[src/lcd_pkg.sv]
// Package for the line command decoder: message kinds, byte codes, parse helpers.
// Used by lcd_front, lcd_back and line_command_decoder_unit. No dependencies.
package lcd_pkg;

   typedef enum logic [2:0] {
      KIND_NONE    = 3'd0,
      KIND_RESET   = 3'd1,
      KIND_STOP    = 3'd2,
      KIND_BRAKE   = 3'd3,
      KIND_CMD     = 3'd4,
      KIND_UNKNOWN = 3'd5
   } kind_type;

   localparam logic [7:0] CH_LF    = 8'h0A;
   localparam logic [7:0] CH_CR    = 8'h0D;
   localparam logic [7:0] CH_COMMA = 8'h2C;
   localparam logic [7:0] CH_PLUS  = 8'h2B;
   localparam logic [7:0] CH_MINUS = 8'h2D;
   localparam logic [7:0] CH_POINT = 8'h2E;
   localparam logic [7:0] CH_SPACE = 8'h20;
   localparam logic [7:0] CH_TAB   = 8'h09;
   localparam logic [7:0] CH_VT    = 8'h0B;
   localparam logic [7:0] CH_FF    = 8'h0C;

   // front classification of a byte
   typedef enum logic [1:0] {
      OP_NONE  = 2'd0,
      OP_LINE  = 2'd1,
      OP_OVER  = 2'd2
   } op_type;

   typedef enum logic [3:0] {
      ST_IDLE, ST_SCAN, ST_WORD, ST_HEAD, ST_SKIP, ST_SIGN, ST_INT, ST_FRAC,
      ST_SCALE, ST_MUL, ST_DIV, ST_SAT, ST_DONE
   } state_type;

   function automatic logic is_digit(input logic [7:0] c);
      is_digit = (c >= 8'h30) && (c <= 8'h39);
   endfunction

   function automatic logic is_blank(input logic [7:0] c);
      is_blank = (c == CH_SPACE) || (c == CH_TAB) || (c == CH_VT) || (c == CH_FF);
   endfunction

   function automatic logic [29:0] pow10(input logic [3:0] n);
      case (n)
         4'd0: pow10 = 30'd1;
         4'd1: pow10 = 30'd10;
         4'd2: pow10 = 30'd100;
         4'd3: pow10 = 30'd1000;
         4'd4: pow10 = 30'd10000;
         4'd5: pow10 = 30'd100000;
         4'd6: pow10 = 30'd1000000;
         4'd7: pow10 = 30'd10000000;
         4'd8: pow10 = 30'd100000000;
         4'd9: pow10 = 30'd1000000000;
         default: pow10 = 30'd1;
      endcase
   endfunction

endpackage

[src/lcd_ram.sv]
// Generic single-port-write, single-read RAM with registered read data.
// No dependencies.
module lcd_ram #(
   parameter int WIDTH = 8,
   parameter int DEPTH = 64
) (
   input  logic                     clock,
   input  logic                     wr_en,
   input  logic [$clog2(DEPTH)-1:0] wr_addr,
   input  logic [WIDTH-1:0]         wr_data,
   input  logic [$clog2(DEPTH)-1:0] rd_addr,
   output logic [WIDTH-1:0]         rd_data
);
   logic [WIDTH-1:0] mem [DEPTH];

   always_ff @(posedge clock) begin
      if (wr_en) begin
         mem[wr_addr] <= wr_data;
      end
      rd_data <= mem[rd_addr];
   end
endmodule

[src/lcd_front.sv]
// Front part: accepts bytes, writes the line store, counts length, queues line events.
// Depends on lcd_pkg.
module lcd_front #(
   parameter int LINE_BYTES = 64,
   localparam int AW = $clog2(LINE_BYTES)
) (
   input  logic          clock,
   input  logic          reset,
   input  logic          in_valid,
   output logic          in_ready,
   input  logic [7:0]    in_byte,
   input  logic          back_busy,
   output logic          wr_en,
   output logic [AW-1:0] wr_addr,
   output logic [7:0]    wr_data,
   output logic          q_valid,
   input  logic          q_ready,
   output lcd_pkg::op_type q_op,
   output logic [AW-1:0] q_len
);
   logic [AW-1:0] len_ff, len_in;
   logic          qv_ff, qv_in;
   lcd_pkg::op_type qop_ff, qop_in;
   logic [AW-1:0] qlen_ff, qlen_in;
   logic          acc, is_lf, is_cr, full, walk;

   // one-entry queue; byte taken only when the queue can take its event
   // and no line walk reads the store
   assign walk     = back_busy || (qv_ff && qop_ff == lcd_pkg::OP_LINE);
   assign in_ready = (!qv_ff || q_ready) && !walk;
   assign acc      = in_valid && in_ready;
   assign is_lf    = in_byte == lcd_pkg::CH_LF;
   assign is_cr    = in_byte == lcd_pkg::CH_CR;
   assign full     = len_ff == AW'(LINE_BYTES - 1);
   assign wr_en    = acc && !is_lf && !is_cr && !full;
   assign wr_addr  = len_ff;
   assign wr_data  = in_byte;

   always_comb begin
      len_in  = len_ff;
      qv_in   = qv_ff && !q_ready;
      qop_in  = qop_ff;
      qlen_in = qlen_ff;
      if (acc) begin
         qv_in   = 1'b1;
         qlen_in = len_ff;
         qop_in  = lcd_pkg::OP_NONE;
         if (is_lf) begin
            qop_in = lcd_pkg::OP_LINE;
            len_in = '0;
         end else if (!is_cr) begin
            if (full) begin
               qop_in = lcd_pkg::OP_OVER;
               len_in = '0;
            end else begin
               len_in = len_ff + AW'(1);
            end
         end
      end
   end

   always_ff @(posedge clock) begin
      if (reset) begin
         len_ff <= '0;
         qv_ff  <= 1'b0;
      end else begin
         len_ff <= len_in;
         qv_ff  <= qv_in;
      end
      qop_ff  <= qop_in;
      qlen_ff <= qlen_in;
   end

   assign q_valid = qv_ff;
   assign q_op    = qop_ff;
   assign q_len   = qlen_ff;
endmodule

[src/lcd_back.sv]
// Back part: walks the stored line, matches words, parses two Q16.16 fields.
// Depends on lcd_pkg.
module lcd_back #(
   parameter int LINE_BYTES = 64,
   localparam int AW = $clog2(LINE_BYTES)
) (
   input  logic            clock,
   input  logic            reset,
   input  logic            q_valid,
   output logic            q_ready,
   output logic            busy,
   input  lcd_pkg::op_type q_op,
   input  logic [AW-1:0]   q_len,
   output logic [AW-1:0]   rd_addr,
   input  logic [7:0]      rd_data,
   output logic            out_valid,
   input  logic            out_ready,
   output logic            out_accepted,
   output logic [2:0]      out_kind,
   output logic [31:0]     out_lin,
   output logic [31:0]     out_ang
);
   lcd_pkg::state_type st_ff, st_in;
   logic [AW-1:0] len_ff, len_in;      // line length, then text length
   logic [AW:0]   pos_ff, pos_in;      // read address issued
   logic          pend_ff, pend_in;    // rd_data valid for pos_ff-1
   logic          sec_ff, sec_in;      // parsing second field
   logic [AW-1:0] end_ff, end_in;      // end of current field
   logic [AW-1:0] comma_ff, comma_in;
   logic          cfound_ff, cfound_in;
   logic          mR_ff, mR_in, mS_ff, mS_in, mB_ff, mB_in, mC_ff, mC_in;
   logic          neg_ff, neg_in;
   logic [16:0]   ip_ff, ip_in;
   logic [29:0]   fv_ff, fv_in;
   logic [3:0]    nf_ff, nf_in;
   logic [45:0]   num_ff, num_in;      // fv * 65536, then remainder
   logic [29:0]   den_ff, den_in;
   logic [15:0]   quo_ff, quo_in;
   logic [4:0]    cnt_ff, cnt_in;
   logic [31:0]   lin_ff, lin_in, ang_ff, ang_in, tmp_ff, tmp_in;
   logic [31:0]   keep_ff, keep_in;    // first field until the second is done
   logic [2:0]    kind_ff, kind_in;
   logic          acc_ff, acc_in;
   logic          ov_ff, ov_in;
   logic [AW-1:0] idx;
   logic [7:0]    c;
   logic [33:0]   mag;
   logic [7:0]    ch_r [5];
   logic [7:0]    ch_s [4];
   logic [7:0]    ch_b [5];
   logic [7:0]    ch_c [4];

   assign ch_r = '{8'h52, 8'h45, 8'h53, 8'h45, 8'h54};
   assign ch_s = '{8'h53, 8'h54, 8'h4F, 8'h50};
   assign ch_b = '{8'h42, 8'h52, 8'h41, 8'h4B, 8'h45};
   assign ch_c = '{8'h43, 8'h4D, 8'h44, lcd_pkg::CH_COMMA};

   assign idx     = AW'(pos_ff - (AW + 1)'(1));
   assign c       = rd_data;
   // idle issues the read of the first byte
   assign rd_addr = (st_ff == lcd_pkg::ST_IDLE) ? '0 : pos_ff[AW-1:0];
   assign q_ready = (st_ff == lcd_pkg::ST_IDLE) && !ov_ff;
   assign busy    = st_ff != lcd_pkg::ST_IDLE;
   assign mag     = {1'b0, ip_ff, 16'd0} + {18'd0, quo_ff};

   always_comb begin
      st_in = st_ff; len_in = len_ff; pos_in = pos_ff; pend_in = 1'b0;
      sec_in = sec_ff; end_in = end_ff; comma_in = comma_ff; cfound_in = cfound_ff;
      mR_in = mR_ff; mS_in = mS_ff; mB_in = mB_ff; mC_in = mC_ff;
      neg_in = neg_ff; ip_in = ip_ff; fv_in = fv_ff; nf_in = nf_ff;
      num_in = num_ff; den_in = den_ff; quo_in = quo_ff; cnt_in = cnt_ff;
      lin_in = lin_ff; ang_in = ang_ff; tmp_in = tmp_ff; kind_in = kind_ff;
      keep_in = keep_ff;
      acc_in = acc_ff; ov_in = ov_ff && !out_ready;
      case (st_ff)
         lcd_pkg::ST_IDLE: begin
            if (q_valid && q_ready) begin
               acc_in = 1'b0;
               if (q_op == lcd_pkg::OP_LINE) begin
                  len_in = q_len; pos_in = '0; pend_in = 1'b0;
                  mR_in = 1'b1; mS_in = 1'b1; mB_in = 1'b1; mC_in = 1'b1;
                  cfound_in = 1'b0;
                  st_in = lcd_pkg::ST_SCAN;
                  if (q_len == '0) st_in = lcd_pkg::ST_WORD;
                  else pos_in = (AW + 1)'(1);
                  pend_in = q_len != '0;
                  len_in  = q_len;
                  // length counted during scan; start from zero
                  end_in  = '0;
               end else begin
                  if (q_op == lcd_pkg::OP_OVER) kind_in = lcd_pkg::KIND_UNKNOWN;
                  ov_in = 1'b1;
               end
            end
         end
         lcd_pkg::ST_SCAN: begin
            // end_ff counts text length; byte idx arrives now
            if (c == 8'd0) begin
               st_in = lcd_pkg::ST_WORD;
            end else begin
               end_in = end_ff + AW'(1);
               if (idx < AW'(5)) begin
                  if (idx > AW'(4) || c != ch_r[idx[2:0]]) mR_in = 1'b0;
                  if (idx > AW'(4) || c != ch_b[idx[2:0]]) mB_in = 1'b0;
               end
               if (idx < AW'(4)) begin
                  if (c != ch_s[idx[1:0]]) mS_in = 1'b0;
                  if (c != ch_c[idx[1:0]]) mC_in = 1'b0;
               end else if (!cfound_ff && c == lcd_pkg::CH_COMMA) begin
                  cfound_in = 1'b1; comma_in = idx;
               end
               if (pos_ff[AW-1:0] == len_ff || pos_ff[AW]) begin
                  st_in = lcd_pkg::ST_WORD;
               end else begin
                  pos_in = pos_ff + (AW + 1)'(1);
               end
            end
         end
         lcd_pkg::ST_WORD: begin
            len_in = end_ff;
            st_in  = lcd_pkg::ST_DONE;
            acc_in = 1'b1;
            if (mR_ff && end_ff == AW'(5)) kind_in = lcd_pkg::KIND_RESET;
            else if (mS_ff && end_ff == AW'(4)) kind_in = lcd_pkg::KIND_STOP;
            else if (mB_ff && end_ff == AW'(5)) kind_in = lcd_pkg::KIND_BRAKE;
            else if (!mC_ff || end_ff < AW'(4) || !cfound_ff || comma_ff == AW'(4)
                     || (AW + 1)'(comma_ff) + (AW + 1)'(1) >= (AW + 1)'(end_ff)) begin
               kind_in = lcd_pkg::KIND_UNKNOWN; acc_in = 1'b0;
            end else begin
               sec_in = 1'b0; end_in = comma_ff;
               pos_in = (AW + 1)'(4);
               st_in  = lcd_pkg::ST_HEAD;
            end
         end
         lcd_pkg::ST_HEAD: begin
            neg_in = 1'b0; ip_in = '0; fv_in = '0; nf_in = '0;
            pos_in = pos_ff + (AW + 1)'(1); pend_in = 1'b1;
            st_in = lcd_pkg::ST_SKIP;
         end
         lcd_pkg::ST_SKIP, lcd_pkg::ST_SIGN, lcd_pkg::ST_INT, lcd_pkg::ST_FRAC: begin
            pos_in = pos_ff + (AW + 1)'(1); pend_in = 1'b1;
            if ((AW + 1)'(idx) >= (AW + 1)'(end_ff) || !pend_ff) begin
               st_in = lcd_pkg::ST_SCALE;
            end else if (st_ff == lcd_pkg::ST_SKIP && lcd_pkg::is_blank(c)) begin
               st_in = lcd_pkg::ST_SKIP;
            end else if ((st_ff == lcd_pkg::ST_SKIP) &&
                         (c == lcd_pkg::CH_PLUS || c == lcd_pkg::CH_MINUS)) begin
               neg_in = c == lcd_pkg::CH_MINUS;
               st_in = lcd_pkg::ST_INT;
            end else if (st_ff != lcd_pkg::ST_FRAC && lcd_pkg::is_digit(c)) begin
               if ({ip_ff, 3'd0} + {2'd0, ip_ff, 1'b0} + 20'(c[3:0]) > 20'd65536)
                  ip_in = 17'd65536;
               else
                  ip_in = 17'({ip_ff, 3'd0} + {2'd0, ip_ff, 1'b0} + 20'(c[3:0]));
               st_in = lcd_pkg::ST_INT;
            end else if (st_ff != lcd_pkg::ST_FRAC && c == lcd_pkg::CH_POINT) begin
               st_in = lcd_pkg::ST_FRAC;
            end else if (st_ff == lcd_pkg::ST_FRAC && lcd_pkg::is_digit(c)) begin
               if (nf_ff < 4'd9) begin
                  fv_in = {fv_ff[26:0], 3'd0} + {fv_ff[28:0], 1'b0} + 30'(c[3:0]);
                  nf_in = nf_ff + 4'd1;
               end
            end else begin
               st_in = lcd_pkg::ST_SCALE;
            end
         end
         lcd_pkg::ST_SCALE: begin
            num_in = {fv_ff, 16'd0};
            den_in = lcd_pkg::pow10(nf_ff);
            quo_in = '0; cnt_in = 5'd16;
            st_in = lcd_pkg::ST_DIV;
         end
         lcd_pkg::ST_DIV: begin
            // restoring division, one quotient bit per cycle; quotient < 2^16
            if (cnt_ff == 5'd0) begin
               st_in = lcd_pkg::ST_SAT;
            end else begin
               cnt_in = cnt_ff - 5'd1;
               den_in = den_ff;
               if (num_ff >= ({16'd0, den_ff} << (cnt_ff - 5'd1))) begin
                  num_in = num_ff - ({16'd0, den_ff} << (cnt_ff - 5'd1));
                  quo_in = quo_ff | (16'd1 << (cnt_ff - 5'd1));
               end
            end
         end
         lcd_pkg::ST_SAT: begin
            if (neg_ff) tmp_in = (mag > 34'h080000000) ? 32'h80000000 : 32'(34'd0 - mag);
            else tmp_in = (mag > 34'h07FFFFFFF) ? 32'h7FFFFFFF : mag[31:0];
            st_in = lcd_pkg::ST_MUL;
         end
         lcd_pkg::ST_MUL: begin
            // both fields land together at end of second field
            if (!sec_ff) begin
               sec_in = 1'b1; end_in = len_ff;
               pos_in = (AW + 1)'(comma_ff) + (AW + 1)'(1);
               st_in  = lcd_pkg::ST_HEAD;
               keep_in = tmp_ff;
            end else begin
               lin_in  = keep_ff;
               ang_in  = tmp_ff;
               kind_in = lcd_pkg::KIND_CMD;
               st_in   = lcd_pkg::ST_DONE;
            end
         end
         lcd_pkg::ST_DONE: begin
            st_in = lcd_pkg::ST_IDLE;
            ov_in = 1'b1;
         end
         default: st_in = lcd_pkg::ST_IDLE;
      endcase
   end

   always_ff @(posedge clock) begin
      if (reset) begin
         st_ff <= lcd_pkg::ST_IDLE; ov_ff <= 1'b0; kind_ff <= lcd_pkg::KIND_NONE;
         lin_ff <= '0; ang_ff <= '0; acc_ff <= 1'b0;
      end else begin
         st_ff <= st_in; ov_ff <= ov_in; kind_ff <= kind_in; acc_ff <= acc_in;
         lin_ff <= lin_in; ang_ff <= ang_in;
      end
      len_ff <= len_in; pos_ff <= pos_in; pend_ff <= pend_in; sec_ff <= sec_in;
      end_ff <= end_in; comma_ff <= comma_in; cfound_ff <= cfound_in;
      mR_ff <= mR_in; mS_ff <= mS_in; mB_ff <= mB_in; mC_ff <= mC_in;
      neg_ff <= neg_in; ip_ff <= ip_in; fv_ff <= fv_in; nf_ff <= nf_in;
      num_ff <= num_in; den_ff <= den_in; quo_ff <= quo_in; cnt_ff <= cnt_in;
      tmp_ff <= tmp_in; keep_ff <= keep_in;
   end

   assign out_valid    = ov_ff;
   assign out_accepted = acc_ff;
   assign out_kind     = kind_ff;
   assign out_lin      = lin_ff;
   assign out_ang      = ang_ff;
endmodule

[src/line_command_decoder_unit.sv]
// Top level of the line command decoder: front, line store RAM, back.
// Depends on lcd_pkg, lcd_front, lcd_ram, lcd_back.
//
// Usage: received characters enter on req_ (one byte per transaction in
// req_tdata). Every accepted byte yields exactly one rsp_ transaction with
// the current status. Carriage returns are ignored; a newline decodes the
// stored line as RESET, STOP, BRAKE or CMD,<a>,<b> (two signed Q16.16
// velocities, truncated and saturated).
// An ordinary byte is answered through the front's event queue register and
// the back's result register. A newline walks the stored line once to find
// length and matches (one byte a cycle, up to LINE_BYTES-1), then walks each
// numeric field and runs a 16-step bit-serial fraction divider per field.
// The front takes one more byte while a result waits, through a one-entry
// event queue; while a newline is queued or walked req_tready stays low.
// A stalled receiver holds the result and, once the queue fills,
// req_tready falls. Reset clears length, kind and both velocities.
module line_command_decoder_unit #(
   parameter int LINE_BYTES = 64
) (
   input  logic        clock,
   input  logic        reset,
   input  logic        req_tvalid,
   output logic        req_tready,
   input  logic [7:0]  req_tdata,   // [7:0] rx_byte
   output logic        rsp_tvalid,
   input  logic        rsp_tready,
   // [0] line_accepted, [3:1] message_kind, [35:4] linear_velocity,
   // [67:36] angular_velocity, [71:68] zero
   output logic [71:0] rsp_tdata
);
   localparam int AW = $clog2(LINE_BYTES);

   logic            wr_en;
   logic [AW-1:0]   wr_addr, rd_addr, q_len;
   logic [7:0]      wr_data, rd_data;
   logic            q_valid, q_ready, acc, back_busy;
   lcd_pkg::op_type q_op;
   logic [2:0]      kind;
   logic [31:0]     lin, ang;

   lcd_front #(.LINE_BYTES(LINE_BYTES)) u_front (
      .clock, .reset, .in_valid(req_tvalid), .in_ready(req_tready),
      .in_byte(req_tdata), .back_busy, .wr_en, .wr_addr, .wr_data,
      .q_valid, .q_ready, .q_op, .q_len);

   lcd_ram #(.WIDTH(8), .DEPTH(LINE_BYTES)) u_ram (
      .clock, .wr_en, .wr_addr, .wr_data, .rd_addr, .rd_data);

   lcd_back #(.LINE_BYTES(LINE_BYTES)) u_back (
      .clock, .reset, .q_valid, .q_ready, .busy(back_busy), .q_op, .q_len,
      .rd_addr, .rd_data,
      .out_valid(rsp_tvalid), .out_ready(rsp_tready), .out_accepted(acc),
      .out_kind(kind), .out_lin(lin), .out_ang(ang));

   assign rsp_tdata = {4'd0, ang, lin, kind, acc};

   a_acc_kind: assert property (@(posedge clock) disable iff (reset)
      rsp_tvalid && rsp_tdata[0] |-> rsp_tdata[3:1] != lcd_pkg::KIND_UNKNOWN
                                   && rsp_tdata[3:1] != lcd_pkg::KIND_NONE)
      else $error("accepted line with no known kind");
   a_hold: assert property (@(posedge clock) disable iff (reset)
      rsp_tvalid && !rsp_tready |=> rsp_tvalid && $stable(rsp_tdata))
      else $error("result changed while stalled");
   a_kind_cmd: assert property (@(posedge clock) disable iff (reset)
      $changed(rsp_tdata[35:4]) && !$past(reset) |-> rsp_tdata[3:1] == lcd_pkg::KIND_CMD)
      else $error("velocity changed without command");
endmodule

[config.mk]
export PLATFORM = sky130hd
export DESIGN_NAME = line_command_decoder_unit
export DESIGN_NICKNAME = d
export VERILOG_FILES = /design/src/lcd_pkg.sv /design/src/lcd_ram.sv /design/src/lcd_front.sv /design/src/lcd_back.sv /design/src/line_command_decoder_unit.sv
export SDC_FILE = /design/constraint.sdc
export NUM_CORES = 2
export LEC_CHECK = 0
export ABC_CLOCK_PERIOD_IN_PS = 9300
export CAP_MARGIN = 20
export CORE_MARGIN = 8
export CORE_UTILIZATION = 56
export DETAILED_ROUTE_END_ITERATION = 16
export DONT_BUFFER_PORTS = 1
export PLACE_DENSITY = 0.78
export SLEW_MARGIN = 20
export SYNTH_ARGS = -nofsm -noshare
export SYNTH_HDL_FRONTEND = slang
export SYNTH_SLANG_ARGS = --single-unit
export TNS_END_PERCENT = 5
[constraint.sdc]
create_clock -name clock -period 9.3 [get_ports clock]
set_clock_uncertainty 0.15 [all_clocks]
set_input_delay 1.86 -clock clock [delete_from_list [all_inputs] [get_ports clock]]
set_output_delay 1.86 -clock clock [all_outputs]
set_load 0.02 [all_outputs]
Yosys cells after proc, flatten, opt, wreduce, memory -nomap -nowiden. Memories as Yosys holds them, arrays and structs flattened. A register that Yosys moved wholly into a read port is not among the register bits. Cells that the tools add are included.

ROM bits: 608. Memories kept: 4. Bits of input ports: 12. Bits in writable memories: 512. Output and inout port bits: 74. Register bits after elaboration: 303. Word-level logic and storage cells: 372.

Shift-type cells: 2. Magnitude comparators: 15. Muxes and demuxes: 147. Equal/unequal tests: 70. Bitwise logic cells: 6. Reduce and logical (&&, ||, !) cells: 83. $add $sub $neg: 14.

Memory list: u_ram.mem (words 64, width 8, read ports 1, clocked after Yosys merged registers in 1, write ports 1, RTL line lcd_ram.sv:14) `logic [WIDTH-1:0] mem [DEPTH];`; (name not given) (words 16, width 30, read ports 1, clocked after Yosys merged registers in 1, write ports 0, RTL line lcd_pkg.sv:46) `case (n)`; (name not given) (words 8, width 8, read ports 1, clocked after Yosys merged registers in 0, write ports 0, RTL line lcd_back.sv:104) `if (idx > AW'(4) || c != ch_b[idx[2:0]]) mB_in = 1'b0;`; (name not given) (words 8, width 8, read ports 1, clocked after Yosys merged registers in 0, write ports 0, RTL line lcd_back.sv:103) `if (idx > AW'(4) || c != ch_r[idx[2:0]]) mR_in = 1'b0;`.

Operator list (number): 2-to-1 mux 30 bit (7); 2-to-1 mux 32 bit (3); 2-to-1 mux 4 bit (23); 2-to-1 mux 46 bit (2); one-hot mux 46 bit (2 select lines) (1); 2-to-1 mux 17 bit (5); 2-to-1 mux 6 bit (14); 2-to-1 mux 8 bit (8); 2-to-1 mux 7 bit (9); one-hot mux 30 bit (2 select lines) (1); >= comparator 46 bit (1); left shift 30 x 5 -> 46 bit (1); subtractor 46 bit (1); equality test 8 x 4 -> 1 bit (second input constant) (5); equality test 8 x 6 -> 1 bit (second input constant) (5); 2-to-1 mux 1 bit (40); inequality test 2 bit (second input constant) (18); one-hot mux 4 bit (9 select lines) (1); AND reduction 6 bit (6); one-hot mux 7 bit (5 select lines) (1); adder 33 x 16 -> 34 bit (1); greater-than comparator 34 x 31 -> 1 bit (second input constant) (1); greater-than comparator 34 x 32 -> 1 bit (second input constant) (1); one-hot mux 17 bit (2 select lines) (1); 75 further kinds (181).

Depth between registers and ports, before layout.
Depth after elaboration: 11. Depth in mapped cells: 26. Depth with buffers taken out: 21.

By module. From an unflattened synthesis, not the netlist that was laid out.

Cell total of the unflattened synthesis: 3420. Area total of the unflattened synthesis: 42225.5 um^2.

Modules (own cells, without submodules): lcd_back (area an instance 21222.9 um^2, cells an instance 2375, instances 1); lcd_ram (area an instance 20190.6 um^2, cells an instance 972, instances 1); lcd_front (area an instance 770.7 um^2, cells an instance 67, instances 1); line_command_decoder_unit (area an instance 41.3 um^2, cells an instance 6, instances 1).

Worst setup path before layout. No wires, ideal clock.

Kind: register to register. From: reg u_back.cnt_ff[0]. To: reg u_back.num_ff[0], enable pin. Arrival: 6.283 ns. Period minus slack after synthesis: 6.952 ns. Setup slack: 2.348 ns. Data required time: 8.632 ns. Cell stages (with the launch flop): 23. Setup time: 0.518 ns. Buffers on the path: 5. Cell sequence: edfxtp_1 -> buf_1 -> inv_1 -> clkbuf_1 -> ha_1 -> clkbuf_1 -> clkbuf_1 -> clkbuf_1 -> nand3_1 -> or2_2 -> nor2_1 -> ha_1 -> inv_1 -> fa_1 -> a211oi_1 -> nor2_1 -> o211ai_1 -> a211oi_1 -> nor4_1 -> o31ai_1 -> a211oi_1 -> o21ai_0 -> a211o_1.

Longest elaborated chain between the ends: 5. Elaborated cells on any way between the ends: 7.

Ends and longest elaborated chain: start: declaration (RTL line lcd_back.sv:39) `logic [4:0] cnt_ff, cnt_in;`; start signal: assignment (RTL line lcd_back.sv:225) `num_ff <= num_in; den_ff <= den_in; quo_ff <= quo_in; cnt_ff <= cnt_in;`; subtractor 5 x 1 -> 5 bit (RTL line lcd_back.sv:180) `if (num_ff >= ({16'd0, den_ff} << (cnt_ff - 5'd1))) begin`; left shift 30 x 5 -> 46 bit (RTL line lcd_back.sv:180); >= comparator 46 bit (RTL line lcd_back.sv:180); inequality test 2 x 1 -> 1 bit (no source line); AND reduction 3 bit (no source line) (*); end signal: assignment (RTL line lcd_back.sv:225); end: declaration (RTL line lcd_back.sv:36) `logic [45:0] num_ff, num_in;`.

Every way passes the cells marked *; elsewhere a longest branch is shown, timed or not. A chain may end at the register's enable or synchronous reset.

Worst setup path after layout.
From: reg u_back.cnt_ff[0]. To: reg u_back.num_ff[6], enable pin.

The elaborated chain is that of the path after synthesis.

==> impl_metrics.py <==
metrics = {
    "outcome": {
        "outcome": "finished, final reports clean",
    },
    "floorplan": {
        "die_h_um": 290,
        "coreArea_um2": 74400,
        "dieArea_um2": 84300,
        "die_x_um": 290,
        "initial_core_util_pct": 56.7,
        "fp-row-count": 100,
        "pin_count": 86,
    },
    "layout": {
        "syn2layout_area_growth_pct": 8.39,
        "layout-drive-gt1-share_pct": 9.03,
        "final_common_cell": "edfxtp_1",
        "fin_nets": 3604,
        "fin_area_um2": 45700,
        "final_cell_mix": "757 x edfxtp_1, 356 x nand2_1, 300 x nor2_1",
    },
    "placed_design": {
        "hpwl_um": 65100,
        "port_buffers": 0,
        "dpl_cell_area_um2": 42900,
        "place_ws_ns": 1.80,
        "gp_congestion": 0.928,
    },
    "timing": {
        "min_period_ns": 7.64,
        "rsz0062_at_grt": "false",
        "final.setup.tns_ns": 0,
        "max_freq_mhz": 131,
        "setup_violations": 0,
        "setup_slack_ns": 1.66,
        "worst_slew_pin_slew_ns": 1.07,
        "period_share_pct": 82.1,
        "slew_headroom_pct": 28.9,
        "maxSlewViolCount": 0,
        "hold_viol": 0,
    },
    "critical_path": {
        "critPathTopFamily": "compound AO/OA/AOI/OAI gates",
        "cpMostUsedCell": "o21ai_0",
        "crit_type": "flip-flop to flip-flop",
        "start_kind": "flip-flop",
        "crit_required_ns": 9.46,
        "endpoint_kind": "flip-flop",
        "crit_buf_inv": 3,
        "path_depth": 21,
        "crit_path_max_incr_delay_ns": 1.13,
        "rr_endpoint": "u_back.num_ff[6]",
        "r2r_slack_ns": 1.66,
        "cp-endpoint": "u_back.num_ff[6]",
        "cp_slowest_cell": "ha_1",
        "path_cells": "buf_4 -> inv_1 -> ha_1 -> mux2i_1 -> nand2_1 -> o21ai_0 -> o21ai_0 -> nor2_1 -> a21oi_1 -> nand2_1 -> ha_1 -> a21oi_1 -> o21ai_0 -> a211oi_1 -> nor2b_1 -> nor4_1 -> o31ai_1 -> a211oi_1 -> o21ai_0 -> a211o_2 -> buf_4",
        "startpoint": "u_back.cnt_ff[0]",
        "critPathArrivalTime_ns": 7.80,
        "crit_path_max_fanout": 40,
        "reg2reg_from": "u_back.cnt_ff[0]",
        "rr_worst_depth": 21,
    },
    "route": {
        "post_drt_wl_per_cell_um": 22.5,
        "route.detailed.drc": 0,
        "viasPerCell": 6.35,
        "routed_wl_um": 100000,
        "final_antenna_net_count": 0,
        "drt_iter0_drc": 3151,
        "vias": 28300,
        "first_pass_iters": 7,
    },
    "grt": {
        "grt_pass1_wl_um": 156000,
        "grt-ovfl-total": 0,
        "grt_usage_pct": 23.1,
        "grt_max_degree": 82,
        "antenna_found_initial": 1,
        "grt_pass1_vias": 27400,
    },
    "synth": {
        "synth_edf_count": 757,
        "netlist-cell-type-count": 83,
        "syn-instance-count": 3501,
        "synthFlopType": "edfxtp_1",
        "synthArstFlopShare_pct": 0,
        "ys_seq_area_share_pct": 58.1,
        "yosys_warnings": 0,
        "avgSynthCellArea_um2": 12.0,
        "ys_ff_latch": 846,
        "syn_area_um2": 42200,
    },
    "clock_network": {
        "clk_pin_slew_ns": 0.06,
        "clk_latency_ns": 0.68,
        "cts_setup_buffers": 0,
        "cts_resized": 0,
        "cts_tree": "built",
        "root_buffer": "clkbuf_16",
        "clock_path_buffers": 3,
        "cts_made_buffers": 86,
        "holdBufCountCts": 0,
        "h-tree-depth": 3,
        "clock-sinks": 846,
    },
    "power_and_ir_drop": {
        "power_frac_comb_pct": 5.5,
        "power_frac_clock_pct": 42.1,
        "p_leak_nw": 15.9,
        "peakVddDrop_mv": 0.193,
        "swShare_pct": 22.4,
        "p_int_mw": 6.23,
        "p_seq_share_pct": 52.5,
        "p_sw_mw": 1.80,
        "cellPowerDensity_nw_per_um2": 176,
    },
    "worst_hold_path": {
        "hold_class": "flip-flop to flip-flop",
    },
    "flow_run": {
        "cap_violations": 0,
    },
}
[per-layer routing]
metal,GRT usage (%),wire (um)
met4,7.20,2940
met5,0,0
met1,31.0,41300
met3,4.20,8030
met2,38.2,48000
[worst min-delay path by stage]
stage / startpoint / to / slack (ns) / cells after the start
finish: u_back.tmp_ff[14] / u_back.keep_ff[14] / 0.30 / 0
global route: u_back.tmp_ff[14] / u_back.keep_ff[14] / 0.30 / 0
CTS: u_back.tmp_ff[14] / u_back.keep_ff[14] / 0.29 / 0
detailed placement: u_back.tmp_ff[14] / u_back.keep_ff[14] / 0.28 / 0
global placement: u_back.tmp_ff[19] / u_back.keep_ff[19] / 0.28 / 0
floorplan: u_front.wr_addr[2] / u_front.q_len[2] / 0.26 / 0
[per-stage QoR]
| stage | std cells | total power, mW | util, % | hold WS (ns) |
|---|---|---|---|---|
| final | 4457 | 8.03 | 61.4 | 0.295 |
| after global placement | 4298 | 4.71 | 57.7 | 0.280 |
| after global routing | 4456 | 8.24 | 61.4 | 0.296 |
| after floorplan | 3504 | 4.59 | - | 0.256 |
| after detailed placement | 4298 | 4.72 | 57.7 | 0.282 |
| after CTS | 4456 | 8.07 | 61.4 | 0.293 |
[cells in the mapped netlist (all sizes together) (6+ instances only)]
cell type | count | area share [%]
o41ai | 12 | 0.27
o22ai | 8 | 0.12
a21boi | 7 | 0.12
o21bai | 14 | 0.25
nor3b | 6 | 0.11
or2 | 10 | 0.15
or3 | 21 | 0.31
a31oi | 20 | 0.30
xnor2 | 60 | 1.2
dfxtp | 89 | 4.2
nor2b | 23 | 0.34
and3 | 60 | 0.89
a211oi | 95 | 1.7
nand3b | 9 | 0.16
mux4 | 103 | 5.5
buf | 39 | 0.44
o211ai | 17 | 0.30
mux2 | 11 | 0.29
or4 | 9 | 0.18
nand2b | 89 | 1.3
o21a | 14 | 0.25
nand4 | 25 | 0.37
a211o | 7 | 0.15
a22oi | 14 | 0.25
nand3 | 48 | 0.57
a21oi | 286 | 3.4
a21o | 67 | 1.2
and2 | 11 | 0.16
nor4 | 20 | 0.30
nor2 | 303 | 2.7
nor3 | 59 | 0.70
nand2 | 362 | 3.2
inv | 75 | 0.67
ha | 170 | 5.0
o311ai | 23 | 0.51
mux2i | 58 | 1.4
xor2 | 44 | 0.91
o31ai | 15 | 0.27
edfxtp | 757 | 54
o21ai | 167 | 2.0
a221oi | 43 | 0.89
clkbuf | 170 | 1.5
[power groups by stage]
stage / logic [mW] / clock network, mW / registers [mW]
floorplan: 0.341 / 0 / 4.25
global placement: 0.420 / 0 / 4.29
detailed placement: 0.430 / 0 / 4.29
CTS: 0.435 / 3.42 / 4.21
global route: 0.476 / 3.56 / 4.21
finish: 0.437 / 3.38 / 4.21
[kinds of logic after synthesis]
family	count (synthesis)	synth area share [%]
compound gates	853	12.9
buf+inv	284	2.63
fa+ha+maj	175	5.28
simple gates	1066	11.7
mux	172	7.17
flops	846	58.1
other cells	1	0.00889
xor+xnor	104	2.16
[sequential cells by signal, summed over array words and instances (netlist names), 7 cells and up]
signal and cells:
u_back.num_ff 46, u_back.out_lin 32, u_back.keep_ff 32, u_back.den_ff 23, u_ram.rd_data 8, u_back.ip_ff 17, u_ram.mem 512, u_back.out_ang 32
u_back.tmp_ff 32, u_back.pos_ff 7, u_back.fv_ff 30, u_back.quo_ff 16
[cell type report]
type                            count  area (um^2)
Fill cell                        5599        28700
Sequential cell                   846        24500
Multi-Input combinational cell   2374        16700
Clock buffer                      114         2290
Tap cell                          969         1210
Clock inverter                     44          495
Inverter                           75          282
Timing Repair Buffer               34          255
Antenna cell                        1         2.50
Note: power is estimated with default switching activity, not from simulation.
